## src/hdl/wmsc_pkg.sv

```systemverilog
package wmsc_pkg;

    localparam int MAX_WINDOW_DEF  = 1024;
    localparam int SAMPLE_BITS_DEF = 24;

    localparam int FIELD_W     = 24;
    localparam int COUNT_OUT_W = 11;
    localparam int STATUS_W    = 2;
    localparam int CFG_W       = 24;
    localparam int CFG_IDX_W   = 1;
    localparam int GAIN_W      = 24;
    localparam int OFFSET_W    = 16;

    localparam logic [GAIN_W-1:0]   GAIN_RESET   = 24'd46137;
    localparam logic [OFFSET_W-1:0] OFFSET_RESET = 16'hEAB1;   // -5455

    localparam logic [CFG_IDX_W-1:0] REG_CAL_GAIN   = 1'd0;
    localparam logic [CFG_IDX_W-1:0] REG_CAL_OFFSET = 1'd1;

    localparam logic [STATUS_W-1:0] STATUS_OK      = 2'd0;
    localparam logic [STATUS_W-1:0] STATUS_EMPTY   = 2'd1;
    localparam logic [STATUS_W-1:0] STATUS_DROPPED = 2'd2;

    typedef enum logic [3:0] {
        BK_IDLE,
        BK_MUL_NSQ,
        BK_MUL_SSQ,
        BK_MUL_NN,
        BK_MUL_N3,
        BK_DIV_MEAN,
        BK_DIV_SE,
        BK_SQRT,
        BK_CAL,
        BK_OUT
    } back_state_t;

endpackage

```

## src/hdl/wmsc_in_if.sv

```systemverilog
interface wmsc_in_if;
    import wmsc_pkg::*;

    logic               valid;
    logic               ready;
    logic [FIELD_W-1:0] sample;
    logic               include_req;
    logic               window_end;

    modport source (output valid, sample, include_req, window_end, input ready);
    modport sink   (input valid, sample, include_req, window_end, output ready);
endinterface

```

## src/hdl/wmsc_out_if.sv

```systemverilog
interface wmsc_out_if;
    import wmsc_pkg::*;

    logic                   valid;
    logic                   ready;
    logic [FIELD_W-1:0]     window_mean;
    logic [FIELD_W-1:0]     std_error;
    logic [COUNT_OUT_W-1:0] sample_count;
    logic [FIELD_W-1:0]     calibrated_current;
    logic [STATUS_W-1:0]    status;

    modport source (output valid, window_mean, std_error, sample_count,
                    calibrated_current, status, input ready);
    modport sink   (input valid, window_mean, std_error, sample_count,
                    calibrated_current, status, output ready);
endinterface

```

## src/hdl/windowed_mean_stderr_calibrator.sv

```systemverilog
// Windowed mean / standard error / calibrated current.
// samples: valid/ready channel of rate readings (unsigned Q16.8) with an
// include flag and a window-end flag. results: one item per window-end
// transfer with mean, standard error, count, calibrated current, status.
// cfg_we/cfg_index/cfg_data write cal_gain (index 0) and cal_offset (1);
// write only while no window is in flight.
// Throughput: one sample per cycle; the front accumulates sum, sum of
// squares and count with one squarer. Closed windows go to a 2-entry queue;
// samples stall only while two closed windows wait there.
// After a window-end transfer the bit-serial multiplier forms n*sumsq,
// sum^2, n^2 and n^3, the divider forms the mean and diff/n^3, and the
// root unit takes the standard error; the calibration step follows.
// An empty window skips these units and returns zero fields, status empty.
// Reset clears the accumulators, the queue and the back end, and loads the
// calibration defaults. A stalled result holds on the output register while
// the front keeps taking samples until the queue fills.
module windowed_mean_stderr_calibrator #(
    parameter int MAX_WINDOW  = wmsc_pkg::MAX_WINDOW_DEF,
    parameter int SAMPLE_BITS = wmsc_pkg::SAMPLE_BITS_DEF
) (
    input  logic                           clk,
    input  logic                           rst_n,
    wmsc_in_if.sink                        samples,
    wmsc_out_if.source                     results,
    input  logic                           cfg_we,
    input  logic [wmsc_pkg::CFG_IDX_W-1:0] cfg_index,
    input  logic [wmsc_pkg::CFG_W-1:0]     cfg_data
);
    import wmsc_pkg::*;

    localparam int CNT_W  = $clog2(MAX_WINDOW + 1);
    localparam int SNAP_W = 1 + CNT_W + (2 * SAMPLE_BITS + CNT_W) + (SAMPLE_BITS + CNT_W);

    logic [GAIN_W-1:0]   gain_reg;
    logic [OFFSET_W-1:0] offset_reg;

    logic              push;
    logic [SNAP_W-1:0] push_data;
    logic              full;
    logic              pop;
    logic              not_empty;
    logic [SNAP_W-1:0] pop_data;

    always_ff @(posedge clk or negedge rst_n)
    begin
        if (!rst_n)
        begin
            gain_reg   <= GAIN_RESET;
            offset_reg <= OFFSET_RESET;
        end
        else if (cfg_we)
        begin
            case (cfg_index)
                REG_CAL_GAIN:   gain_reg   <= cfg_data[GAIN_W-1:0];
                REG_CAL_OFFSET: offset_reg <= cfg_data[OFFSET_W-1:0];
                default:        ;
            endcase
        end
    end

    wmsc_front #(
        .MAX_WINDOW (MAX_WINDOW),
        .SAMPLE_BITS(SAMPLE_BITS),
        .SNAP_W     (SNAP_W)
    ) u_front (
        .clk      (clk),
        .rst_n    (rst_n),
        .in_ch    (samples),
        .push     (push),
        .push_data(push_data),
        .full     (full)
    );

    wmsc_queue #(
        .WIDTH(SNAP_W)
    ) u_queue (
        .clk      (clk),
        .rst_n    (rst_n),
        .push     (push),
        .push_data(push_data),
        .full     (full),
        .pop      (pop),
        .not_empty(not_empty),
        .pop_data (pop_data)
    );

    wmsc_back #(
        .MAX_WINDOW (MAX_WINDOW),
        .SAMPLE_BITS(SAMPLE_BITS),
        .SNAP_W     (SNAP_W)
    ) u_back (
        .clk       (clk),
        .rst_n     (rst_n),
        .q_valid   (not_empty),
        .q_data    (pop_data),
        .q_pop     (pop),
        .cal_gain  (gain_reg),
        .cal_offset(offset_reg),
        .out_ch    (results)
    );
endmodule

```

## src/hdl/wmsc_queue.sv

```systemverilog
module wmsc_queue #(
    parameter int WIDTH = 8
) (
    input  logic             clk,
    input  logic             rst_n,
    input  logic             push,
    input  logic [WIDTH-1:0] push_data,
    output logic             full,
    input  logic             pop,
    output logic             not_empty,
    output logic [WIDTH-1:0] pop_data
);
    logic [WIDTH-1:0] slot_reg [2];
    logic             wr_ptr_reg;
    logic             rd_ptr_reg;
    logic [1:0]       count_reg;

    logic do_push;
    logic do_pop;

    assign full      = (count_reg == 2'd2);
    assign not_empty = (count_reg != 2'd0);
    assign pop_data  = slot_reg[rd_ptr_reg];
    assign do_push   = push && !full;
    assign do_pop    = pop && not_empty;

    always_ff @(posedge clk or negedge rst_n)
    begin
        if (!rst_n)
        begin
            wr_ptr_reg <= 1'b0;
            rd_ptr_reg <= 1'b0;
            count_reg  <= 2'd0;
        end
        else
        begin
            if (do_push)
            begin
                wr_ptr_reg <= !wr_ptr_reg;
            end
            if (do_pop)
            begin
                rd_ptr_reg <= !rd_ptr_reg;
            end
            count_reg <= count_reg + {1'b0, do_push} - {1'b0, do_pop};
        end
    end

    always_ff @(posedge clk)
    begin
        if (do_push)
        begin
            slot_reg[wr_ptr_reg] <= push_data;
        end
    end
endmodule

```

## src/hdl/wmsc_front.sv

```systemverilog
module wmsc_front #(
    parameter int MAX_WINDOW  = wmsc_pkg::MAX_WINDOW_DEF,
    parameter int SAMPLE_BITS = wmsc_pkg::SAMPLE_BITS_DEF,
    parameter int SNAP_W      = 8
) (
    input  logic              clk,
    input  logic              rst_n,
    wmsc_in_if.sink           in_ch,
    output logic              push,
    output logic [SNAP_W-1:0] push_data,
    input  logic              full
);
    import wmsc_pkg::*;

    localparam int CNT_W = $clog2(MAX_WINDOW + 1);
    localparam int SUM_W = SAMPLE_BITS + CNT_W;
    localparam int SQ_W  = 2 * SAMPLE_BITS + CNT_W;
    localparam int SW    = (SAMPLE_BITS < FIELD_W) ? SAMPLE_BITS : FIELD_W;

    logic [SUM_W-1:0] sum_reg, sum_next;
    logic [SQ_W-1:0]  sq_reg, sq_next;
    logic [CNT_W-1:0] cnt_reg, cnt_next;
    logic             drop_reg, drop_next;

    logic [SAMPLE_BITS-1:0] s;
    logic                   room;
    logic                   take;
    logic                   xfer;

    assign in_ch.ready = !full;
    assign xfer        = in_ch.valid && in_ch.ready;

    always_comb
    begin
        s         = SAMPLE_BITS'(in_ch.sample[SW-1:0]);
        room      = (cnt_reg < CNT_W'(MAX_WINDOW));
        take      = in_ch.include_req && room;
        sum_next  = sum_reg + (take ? SUM_W'(s) : '0);
        sq_next   = sq_reg + (take ? SQ_W'(s) * SQ_W'(s) : '0);
        cnt_next  = cnt_reg + CNT_W'(take);
        drop_next = drop_reg || (in_ch.include_req && !room);
    end

    assign push      = xfer && in_ch.window_end;
    assign push_data = {drop_next, cnt_next, sq_next, sum_next};

    always_ff @(posedge clk or negedge rst_n)
    begin
        if (!rst_n)
        begin
            sum_reg  <= '0;
            sq_reg   <= '0;
            cnt_reg  <= '0;
            drop_reg <= 1'b0;
        end
        else if (xfer)
        begin
            if (in_ch.window_end)
            begin
                sum_reg  <= '0;
                sq_reg   <= '0;
                cnt_reg  <= '0;
                drop_reg <= 1'b0;
            end
            else
            begin
                sum_reg  <= sum_next;
                sq_reg   <= sq_next;
                cnt_reg  <= cnt_next;
                drop_reg <= drop_next;
            end
        end
    end
endmodule

```

## src/hdl/wmsc_back.sv

```systemverilog
module wmsc_back #(
    parameter int MAX_WINDOW  = wmsc_pkg::MAX_WINDOW_DEF,
    parameter int SAMPLE_BITS = wmsc_pkg::SAMPLE_BITS_DEF,
    parameter int SNAP_W      = 8
) (
    input  logic                            clk,
    input  logic                            rst_n,
    input  logic                            q_valid,
    input  logic [SNAP_W-1:0]               q_data,
    output logic                            q_pop,
    input  logic [wmsc_pkg::GAIN_W-1:0]     cal_gain,
    input  logic [wmsc_pkg::OFFSET_W-1:0]   cal_offset,
    wmsc_out_if.source                      out_ch
);
    import wmsc_pkg::*;

    localparam int CNT_W  = $clog2(MAX_WINDOW + 1);
    localparam int SUM_W  = SAMPLE_BITS + CNT_W;
    localparam int SQ_W   = 2 * SAMPLE_BITS + CNT_W;
    localparam int WIDE_W = SQ_W + CNT_W;
    localparam int N3_W   = 3 * CNT_W;
    localparam int ROOT_W = WIDE_W / 2;
    localparam int STEP_W = $clog2(WIDE_W + 1);
    localparam int EXT_W  = WIDE_W + FIELD_W;
    localparam int PROD_W = GAIN_W + FIELD_W;
    localparam int CUR_W  = FIELD_W + 2;

    localparam logic [EXT_W-1:0] FIELD_MAX_EXT = EXT_W'({FIELD_W{1'b1}});
    localparam logic [EXT_W-1:0] COUNT_MAX_EXT = EXT_W'({COUNT_OUT_W{1'b1}});

    back_state_t state_reg, state_next;

    logic [SUM_W-1:0]  sum_reg;
    logic [CNT_W-1:0]  n_reg;
    logic              drop_reg;

    logic [WIDE_W-1:0] acc_reg;
    logic [WIDE_W-1:0] mop_reg;
    logic [SUM_W-1:0]  mbits_reg;
    logic [WIDE_W-1:0] nsq_reg;
    logic [WIDE_W-1:0] diff_reg;
    logic [SUM_W-1:0]  mean_reg;

    logic [WIDE_W-1:0] dvd_reg;
    logic [WIDE_W-1:0] quo_reg;
    logic [N3_W:0]     rem_reg;
    logic [N3_W-1:0]   dvs_reg;

    logic [WIDE_W-1:0]   rad_reg;
    logic [ROOT_W-1:0]   root_reg;
    logic [ROOT_W+1:0]   srem_reg;
    logic [STEP_W-1:0]   step_reg;
    logic [PROD_W-1:0]   prod_reg;

    logic [FIELD_W-1:0]     mean_o_reg;
    logic [FIELD_W-1:0]     se_o_reg;
    logic [COUNT_OUT_W-1:0] cnt_o_reg;
    logic [FIELD_W-1:0]     cur_o_reg;
    logic [STATUS_W-1:0]    status_o_reg;

    logic [SUM_W-1:0]  q_sum;
    logic [SQ_W-1:0]   q_sq;
    logic [CNT_W-1:0]  q_n;
    logic              q_drop;

    logic [WIDE_W-1:0] mul_sum;
    logic [N3_W:0]     rem_sh;
    logic              div_ge;
    logic [N3_W:0]     rem_new;
    logic [WIDE_W-1:0] quo_new;
    logic [ROOT_W+1:0] srem_sh;
    logic [ROOT_W+1:0] trial;
    logic              sq_ge;
    logic [ROOT_W+1:0] srem_new;
    logic [ROOT_W-1:0] root_new;
    logic              step_last;

    logic [EXT_W-1:0]   mean_ext;
    logic [EXT_W-1:0]   root_ext;
    logic [EXT_W-1:0]   n_ext;
    logic [FIELD_W-1:0] mean_sat;
    logic [FIELD_W-1:0] root_sat;
    logic [COUNT_OUT_W-1:0] cnt_sat;
    logic [CUR_W-1:0]   cur_sum;
    logic [FIELD_W-1:0] cur_sat;

    assign {q_drop, q_n, q_sq, q_sum} = q_data;

    always_comb
    begin
        // shift-add multiply, one multiplier bit a cycle, MSB first
        mul_sum = {acc_reg[WIDE_W-2:0], 1'b0} + (mbits_reg[SUM_W-1] ? mop_reg : '0);

        // restoring divide, one quotient bit a cycle
        rem_sh  = {rem_reg[N3_W-1:0], dvd_reg[WIDE_W-1]};
        div_ge  = (rem_sh >= {1'b0, dvs_reg});
        rem_new = div_ge ? (rem_sh - {1'b0, dvs_reg}) : rem_sh;
        quo_new = {quo_reg[WIDE_W-2:0], div_ge};

        // digit-by-digit square root, one root bit a cycle
        srem_sh  = {srem_reg[ROOT_W-1:0], rad_reg[WIDE_W-1:WIDE_W-2]};
        trial    = {root_reg, 2'b01};
        sq_ge    = (srem_sh >= trial);
        srem_new = sq_ge ? (srem_sh - trial) : srem_sh;
        root_new = {root_reg[ROOT_W-2:0], sq_ge};

        step_last = (step_reg == STEP_W'(1));

        mean_ext = EXT_W'(mean_reg);
        root_ext = EXT_W'(root_new);
        n_ext    = EXT_W'(n_reg);
        mean_sat = (mean_ext > FIELD_MAX_EXT) ? {FIELD_W{1'b1}} : mean_ext[FIELD_W-1:0];
        root_sat = (root_ext > FIELD_MAX_EXT) ? {FIELD_W{1'b1}} : root_ext[FIELD_W-1:0];
        cnt_sat  = (n_ext > COUNT_MAX_EXT) ? {COUNT_OUT_W{1'b1}} : n_ext[COUNT_OUT_W-1:0];

        cur_sum = {2'b00, prod_reg[PROD_W-1:GAIN_W]}
                + {{(CUR_W-OFFSET_W){cal_offset[OFFSET_W-1]}}, cal_offset};
        if (!cur_sum[CUR_W-1] && (cur_sum[CUR_W-2:FIELD_W-1] != 2'b00))
        begin
            cur_sat = {1'b0, {(FIELD_W-1){1'b1}}};
        end
        else if (cur_sum[CUR_W-1] && (cur_sum[CUR_W-2:FIELD_W-1] != 2'b11))
        begin
            cur_sat = {1'b1, {(FIELD_W-1){1'b0}}};
        end
        else
        begin
            cur_sat = cur_sum[FIELD_W-1:0];
        end
    end

    always_comb
    begin
        state_next = state_reg;
        case (state_reg)
            BK_IDLE:
            begin
                if (q_valid)
                begin
                    state_next = (q_n == '0) ? BK_OUT : BK_MUL_NSQ;
                end
            end
            BK_MUL_NSQ:  if (step_last) state_next = BK_MUL_SSQ;
            BK_MUL_SSQ:  if (step_last) state_next = BK_MUL_NN;
            BK_MUL_NN:   if (step_last) state_next = BK_MUL_N3;
            BK_MUL_N3:   if (step_last) state_next = BK_DIV_MEAN;
            BK_DIV_MEAN: if (step_last) state_next = BK_DIV_SE;
            BK_DIV_SE:   if (step_last) state_next = BK_SQRT;
            BK_SQRT:     if (step_last) state_next = BK_CAL;
            BK_CAL:      state_next = BK_OUT;
            BK_OUT:      if (out_ch.ready) state_next = BK_IDLE;
            default:     state_next = BK_IDLE;
        endcase
    end

    always_comb
    begin
        q_pop                     = (state_reg == BK_IDLE);
        out_ch.valid              = (state_reg == BK_OUT);
        out_ch.window_mean        = mean_o_reg;
        out_ch.std_error          = se_o_reg;
        out_ch.sample_count       = cnt_o_reg;
        out_ch.calibrated_current = cur_o_reg;
        out_ch.status             = status_o_reg;
    end

    always_ff @(posedge clk or negedge rst_n)
    begin
        if (!rst_n)
        begin
            state_reg <= BK_IDLE;
            step_reg  <= '0;
        end
        else
        begin
            state_reg <= state_next;
            case (state_reg)
                BK_IDLE:     step_reg <= STEP_W'(SUM_W);
                BK_MUL_NSQ,
                BK_MUL_SSQ,
                BK_MUL_NN:   step_reg <= step_last ? STEP_W'(SUM_W) : step_reg - 1'b1;
                BK_MUL_N3,
                BK_DIV_MEAN: step_reg <= step_last ? STEP_W'(WIDE_W) : step_reg - 1'b1;
                BK_DIV_SE:   step_reg <= step_last ? STEP_W'(ROOT_W) : step_reg - 1'b1;
                BK_SQRT:     step_reg <= step_reg - 1'b1;
                default:     step_reg <= step_reg;
            endcase
        end
    end

    always_ff @(posedge clk)
    begin
        case (state_reg)
            BK_IDLE:
            begin
                sum_reg   <= q_sum;
                n_reg     <= q_n;
                drop_reg  <= q_drop;
                acc_reg   <= '0;
                mop_reg   <= WIDE_W'(q_sq);
                mbits_reg <= SUM_W'(q_n);
                mean_o_reg   <= '0;
                se_o_reg     <= '0;
                cnt_o_reg    <= '0;
                cur_o_reg    <= '0;
                status_o_reg <= STATUS_EMPTY;
            end
            BK_MUL_NSQ, BK_MUL_SSQ, BK_MUL_NN, BK_MUL_N3:
            begin
                if (step_last)
                begin
                    acc_reg <= '0;
                    case (state_reg)
                        BK_MUL_NSQ:
                        begin
                            nsq_reg   <= mul_sum;
                            mop_reg   <= WIDE_W'(sum_reg);
                            mbits_reg <= sum_reg;
                        end
                        BK_MUL_SSQ:
                        begin
                            // a negative spread reads as zero
                            diff_reg  <= (nsq_reg >= mul_sum) ? (nsq_reg - mul_sum) : '0;
                            mop_reg   <= WIDE_W'(n_reg);
                            mbits_reg <= SUM_W'(n_reg);
                        end
                        BK_MUL_NN:
                        begin
                            mop_reg   <= mul_sum;
                            mbits_reg <= SUM_W'(n_reg);
                        end
                        default:
                        begin
                            // n^3 waits in mop_reg while the sum is divided by n
                            mop_reg <= mul_sum;
                            dvs_reg <= N3_W'(n_reg);
                            dvd_reg <= WIDE_W'(sum_reg);
                            rem_reg <= '0;
                            quo_reg <= '0;
                        end
                    endcase
                end
                else
                begin
                    acc_reg   <= mul_sum;
                    mbits_reg <= {mbits_reg[SUM_W-2:0], 1'b0};
                end
            end
            BK_DIV_MEAN, BK_DIV_SE:
            begin
                if (step_last)
                begin
                    if (state_reg == BK_DIV_MEAN)
                    begin
                        mean_reg <= quo_new[SUM_W-1:0];
                        dvd_reg  <= diff_reg;
                        dvs_reg  <= mop_reg[N3_W-1:0];
                        rem_reg  <= '0;
                        quo_reg  <= '0;
                    end
                    else
                    begin
                        rad_reg  <= quo_new;
                        root_reg <= '0;
                        srem_reg <= '0;
                    end
                end
                else
                begin
                    dvd_reg <= {dvd_reg[WIDE_W-2:0], 1'b0};
                    rem_reg <= rem_new;
                    quo_reg <= quo_new;
                end
            end
            BK_SQRT:
            begin
                rad_reg  <= {rad_reg[WIDE_W-3:0], 2'b00};
                srem_reg <= srem_new;
                root_reg <= root_new;
                if (step_last)
                begin
                    se_o_reg     <= root_sat;
                    mean_o_reg   <= mean_sat;
                    cnt_o_reg    <= cnt_sat;
                    prod_reg     <= cal_gain * mean_sat;
                    status_o_reg <= drop_reg ? STATUS_DROPPED : STATUS_OK;
                end
            end
            BK_CAL:
            begin
                cur_o_reg <= cur_sat;
            end
            default:
            begin
            end
        endcase
    end
endmodule

```

## src/flat_wrapper.sv

```systemverilog
// flat-port wrapper written by rule: the top's interface ports become plain ports
module windowed_mean_stderr_calibrator_flat import wmsc_pkg::*;
#(
    parameter int MAX_WINDOW  = wmsc_pkg::MAX_WINDOW_DEF,
    parameter int SAMPLE_BITS = wmsc_pkg::SAMPLE_BITS_DEF
)
  (clk, rst_n, cfg_we, cfg_index, cfg_data, samples_valid, samples_sample, samples_include_req, samples_window_end, samples_ready, results_valid, results_window_mean, results_std_error, results_sample_count, results_calibrated_current, results_status, results_ready);
  wmsc_in_if samples_i ();
  wmsc_out_if results_i ();
  input  logic clk;
  input  logic rst_n;
  input  logic cfg_we;
  input  logic [wmsc_pkg::CFG_IDX_W-1:0] cfg_index;
  input  logic [wmsc_pkg::CFG_W-1:0] cfg_data;
  input wire logic [$bits(samples_i.valid)-1:0] samples_valid;
  input wire logic [$bits(samples_i.sample)-1:0] samples_sample;
  input wire logic [$bits(samples_i.include_req)-1:0] samples_include_req;
  input wire logic [$bits(samples_i.window_end)-1:0] samples_window_end;
  output wire logic [$bits(samples_i.ready)-1:0] samples_ready;
  output wire logic [$bits(results_i.valid)-1:0] results_valid;
  output wire logic [$bits(results_i.window_mean)-1:0] results_window_mean;
  output wire logic [$bits(results_i.std_error)-1:0] results_std_error;
  output wire logic [$bits(results_i.sample_count)-1:0] results_sample_count;
  output wire logic [$bits(results_i.calibrated_current)-1:0] results_calibrated_current;
  output wire logic [$bits(results_i.status)-1:0] results_status;
  input wire logic [$bits(results_i.ready)-1:0] results_ready;
  assign samples_i.valid = samples_valid;
  assign samples_i.sample = samples_sample;
  assign samples_i.include_req = samples_include_req;
  assign samples_i.window_end = samples_window_end;
  assign samples_ready = samples_i.ready;
  assign results_valid = results_i.valid;
  assign results_window_mean = results_i.window_mean;
  assign results_std_error = results_i.std_error;
  assign results_sample_count = results_i.sample_count;
  assign results_calibrated_current = results_i.calibrated_current;
  assign results_status = results_i.status;
  assign results_i.ready = results_ready;
  windowed_mean_stderr_calibrator #(.MAX_WINDOW(MAX_WINDOW), .SAMPLE_BITS(SAMPLE_BITS)) u_core (.clk(clk), .rst_n(rst_n), .samples(samples_i), .results(results_i), .cfg_we(cfg_we), .cfg_index(cfg_index), .cfg_data(cfg_data));
endmodule
```

## config.mk

```make
export PLATFORM = sky130hd
export DESIGN_NAME = windowed_mean_stderr_calibrator_flat
export DESIGN_NICKNAME = d
export VERILOG_FILES = /design/src/hdl/wmsc_pkg.sv /design/src/hdl/wmsc_in_if.sv /design/src/hdl/wmsc_out_if.sv /design/src/hdl/windowed_mean_stderr_calibrator.sv /design/src/hdl/wmsc_queue.sv /design/src/hdl/wmsc_front.sv /design/src/hdl/wmsc_back.sv /design/src/flat_wrapper.sv
export SDC_FILE = /design/constraint.sdc
export NUM_CORES = 2
export LEC_CHECK = 0
export BUFFER_PORTS_ARGS = -buffer_cell sky130_fd_sc_hd__buf_4
export CAP_MARGIN = 20
export CORE_MARGIN = 2
export CORE_UTILIZATION = 40
export CTS_BUF_LIST = sky130_fd_sc_hd__clkbuf_8
export CTS_CLUSTER_DIAMETER = 120
export DETAILED_ROUTE_END_ITERATION = 10
export MAX_ROUTING_LAYER = met4
export SLEW_MARGIN = 15
export SYNTH_ARGS = -nofsm -noshare
export SYNTH_HDL_FRONTEND = slang
export SYNTH_SLANG_ARGS = --single-unit
```

## constraint.sdc

```tcl
create_clock -name clk -period 27.6 [get_ports clk]
set_input_delay 1.38 -clock clk [delete_from_list [all_inputs] [get_ports clk]]
set_output_delay 1.38 -clock clk [all_outputs]
set_load 0.05 [all_outputs]
```

==> flow_summary.json <==
{
  "rsz0062_at_grt": "false",
  "worst_path_largest_cell_delay_ns": 0.61,
  "cts_buffers": 213,
  "critPathMaxFanout": 26,
  "grt_antenna_before_repair": 6,
  "async_flop_share_pct": 13.2,
  "largest_register_ffs": 212,
  "dr.max_layer_used": "met4",
  "hpwl_um": 194000,
  "io_buffer_count": 142,
  "met1Wirelength_um": 115000,
  "critical_path_buf_inv_count": 7,
  "drt-total-wl_um": 264000,
  "initial_core_util_pct": 40.1,
  "num-fill-cells": 23175,
  "grt_max_degree": 92,
  "die_height_um": 500,
  "hold_path.class": "primary input to async pin",
  "syn_area_per_cell_sq_um": 10.2,
  "crit_family": "adder cells",
  "setup_ws_ns": 16.40,
  "ctsHoldBuffers": 0,
  "yosysSeqAreaShare_pct": 36.5,
  "clock_sinks": 1223,
  "endpoint_kind": "flop",
  "cts-root-buf": "clkbuf_8",
  "grt_usage_pct": 21.7,
  "slew_violations": 0,
  "via_per_inst": 5.33,
  "layout-drive-gt1-share_pct": 7.70,
  "critical_path.startpoint_type": "primary input",
  "max_freq_mhz": 89.3,
  "tightest_slew_ns": 1.22,
  "wl_met2_um": 124000,
  "grt_pass1_wl_um": 413000,
  "maxCapViolations": 0,
  "cts_tree": "done",
  "period_share_pct": 40.6,
  "syn-num-nets": 11228,
  "layout_common_cells": "inv_1, nand2_1, edfxtp_1",
  "vias": 69274,
  "clock_skew_ns": 0.140,
  "whs_ns": 0.393,
  "fin_crit_ns": 11.20,
  "worstPathArrival_ns": 11.97,
  "gp_congestion": 0.926,
  "slowest_stage": "a2111oi_0",
  "post-place-ws_ns": 15.55,
  "final_common_cell": "inv_1",
  "synth_cell_types": 89,
  "dieArea_sq_mm": 0.250,
  "clkTransAtPathRegs_ns": 0.06,
  "num_io_pins": 143,
  "synth_edf_count": 1062,
  "max-clock-path-buffers": 3,
  "insertion_delay_ns": 1.04,
  "fin_tns_setup_ns": 0,
  "grt_pass1_vias": 71634,
  "worstPathRequired_ns": 28.37,
  "dr.pass1.iters": 5,
  "critPathMostFrequentCell": "fa_1",
  "synth_seq_cells": 1223,
  "ys.warnings.count": 0,
  "area_growth_syn_to_layout_pct": 9.16,
  "htreeDepth": 4,
  "relSlewSlack_pct": 18.6,
  "drt_iter0_markers": 5291,
  "critPathKind": "primary input to flop",
  "wl_per_cell_um": 20.3,
  "grt-ovfl-total": 0,
  "rows": 182,
  "ant_nets": 0,
  "cts_setup_buffers": 0,
  "core_area_sq_mm": 0.245,
  "chipWidth_um": 500,
  "setup_violations": 0,
  "hold_viol_final": 0,
  "ctsResizeCount": 0,
  "synth_ff_type": "edfxtp_1",
  "synthesis.area_sq_mm": 0.0984,
  "outcome": "finished clean",
  "nets": 11216,
  "drt_drc_violations_left": 0,
  "syn_inst": 9598,
  "wl_met3_um": 14700
}
## per-stage QoR
step,util (%),instances,instance area (sq um)
finish,43.8,12987,107000
global route,43.8,12987,107000
CTS,43.8,12985,107000
detailed placement,41.8,12591,103000
global placement,41.8,12590,103000
floorplan,-,9598,98400
## area by class of cell
class / instances / area [sq um] / area share (%)
diodes: 2 / 5.00 / 0.00466
clock buffers: 231 / 3180 / 2.96
inverters: 1321 / 4960 / 4.62
flip-flops and latches: 1223 / 35900 / 33.5
clock inverters: 163 / 1580 / 1.47
well taps: 3220 / 4030 / 3.75
repair buffers: 225 / 1710 / 1.59
multi-input cells: 6602 / 56000 / 52.1
## logic make-up (layout without fill, tap and decap cells)
logic type / after synthesis / count (layout) / share of synthesized area (%)
AND/OR/NAND/NOR: 2864 / 2864 / 13.6
buffers and inverters: 1773 / 1940 / 6.79
AO/OA/AOI/OAI: 1583 / 1583 / 10.6
adder cells (fa/ha/maj): 1574 / 1574 / 27.0
flip-flops: 1223 / 1223 / 36.5
XOR/XNOR: 372 / 372 / 3.31
multiplexers: 209 / 209 / 2.23
other: 0 / 2 / 0
## cell usage after synthesis (all sizes together), types with 87 or more instances
| library cell | instances | area, sq um |
|---|---|---|
| inv | 1321 | 4960 |
| nand2 | 1227 | 4610 |
| edfxtp | 1062 | 31900 |
| fa | 917 | 18400 |
| ha | 657 | 8220 |
| nor2 | 555 | 2080 |
| a21oi | 489 | 2450 |
| and2 | 440 | 2750 |
| clkbuf | 419 | 1570 |
| o21ai | 264 | 1390 |
| a21o | 224 | 1680 |
| xnor2 | 223 | 1950 |
| xor2 | 149 | 1310 |
| dfrtp | 144 | 3600 |
| and3 | 138 | 863 |
| mux2i | 130 | 1300 |
| nand3 | 103 | 515 |
| a22o | 87 | 762 |
## final timing paths
kind                                                          from  cells past startpoint  slack, ns                                    end
max reg2reg                   u_core.u_back.mean_reg[34]$_DFFE_PP_                     26      18.08   u_core.u_back.prod_reg[44]$_DFFE_PP_
max                                             samples_sample[17]                     39      16.40  u_core.u_front.sq_reg[53]$_DFFE_PN0P_
min in group clk           u_core.u_back.quo_reg[11]$_SDFFCE_PP0P_                      0       0.47   u_core.u_back.mean_reg[12]$_DFFE_PP_
min reg2reg                u_core.u_back.quo_reg[11]$_SDFFCE_PP0P_                      0       0.47   u_core.u_back.mean_reg[12]$_DFFE_PP_
min                                                          rst_n                      1       0.39  u_core.u_front.sq_reg[45]$_DFFE_PN0P_
max in group asynchronous                                    rst_n                      3      25.05  u_core.u_queue.rd_ptr_reg$_DFFE_PN0P_
## layer usage
layer | track usage [%] | vias up
li1 | - | 32126
met1 | 28.0 | 34597
met2 | 34.7 | 2060
met3 | 3.04 | 491
met4 | 7.93 | 0
met5 | - | -
Power is not shown: default switching activity piles up to over one toggle a cycle in this logic, so the estimate is an artifact.
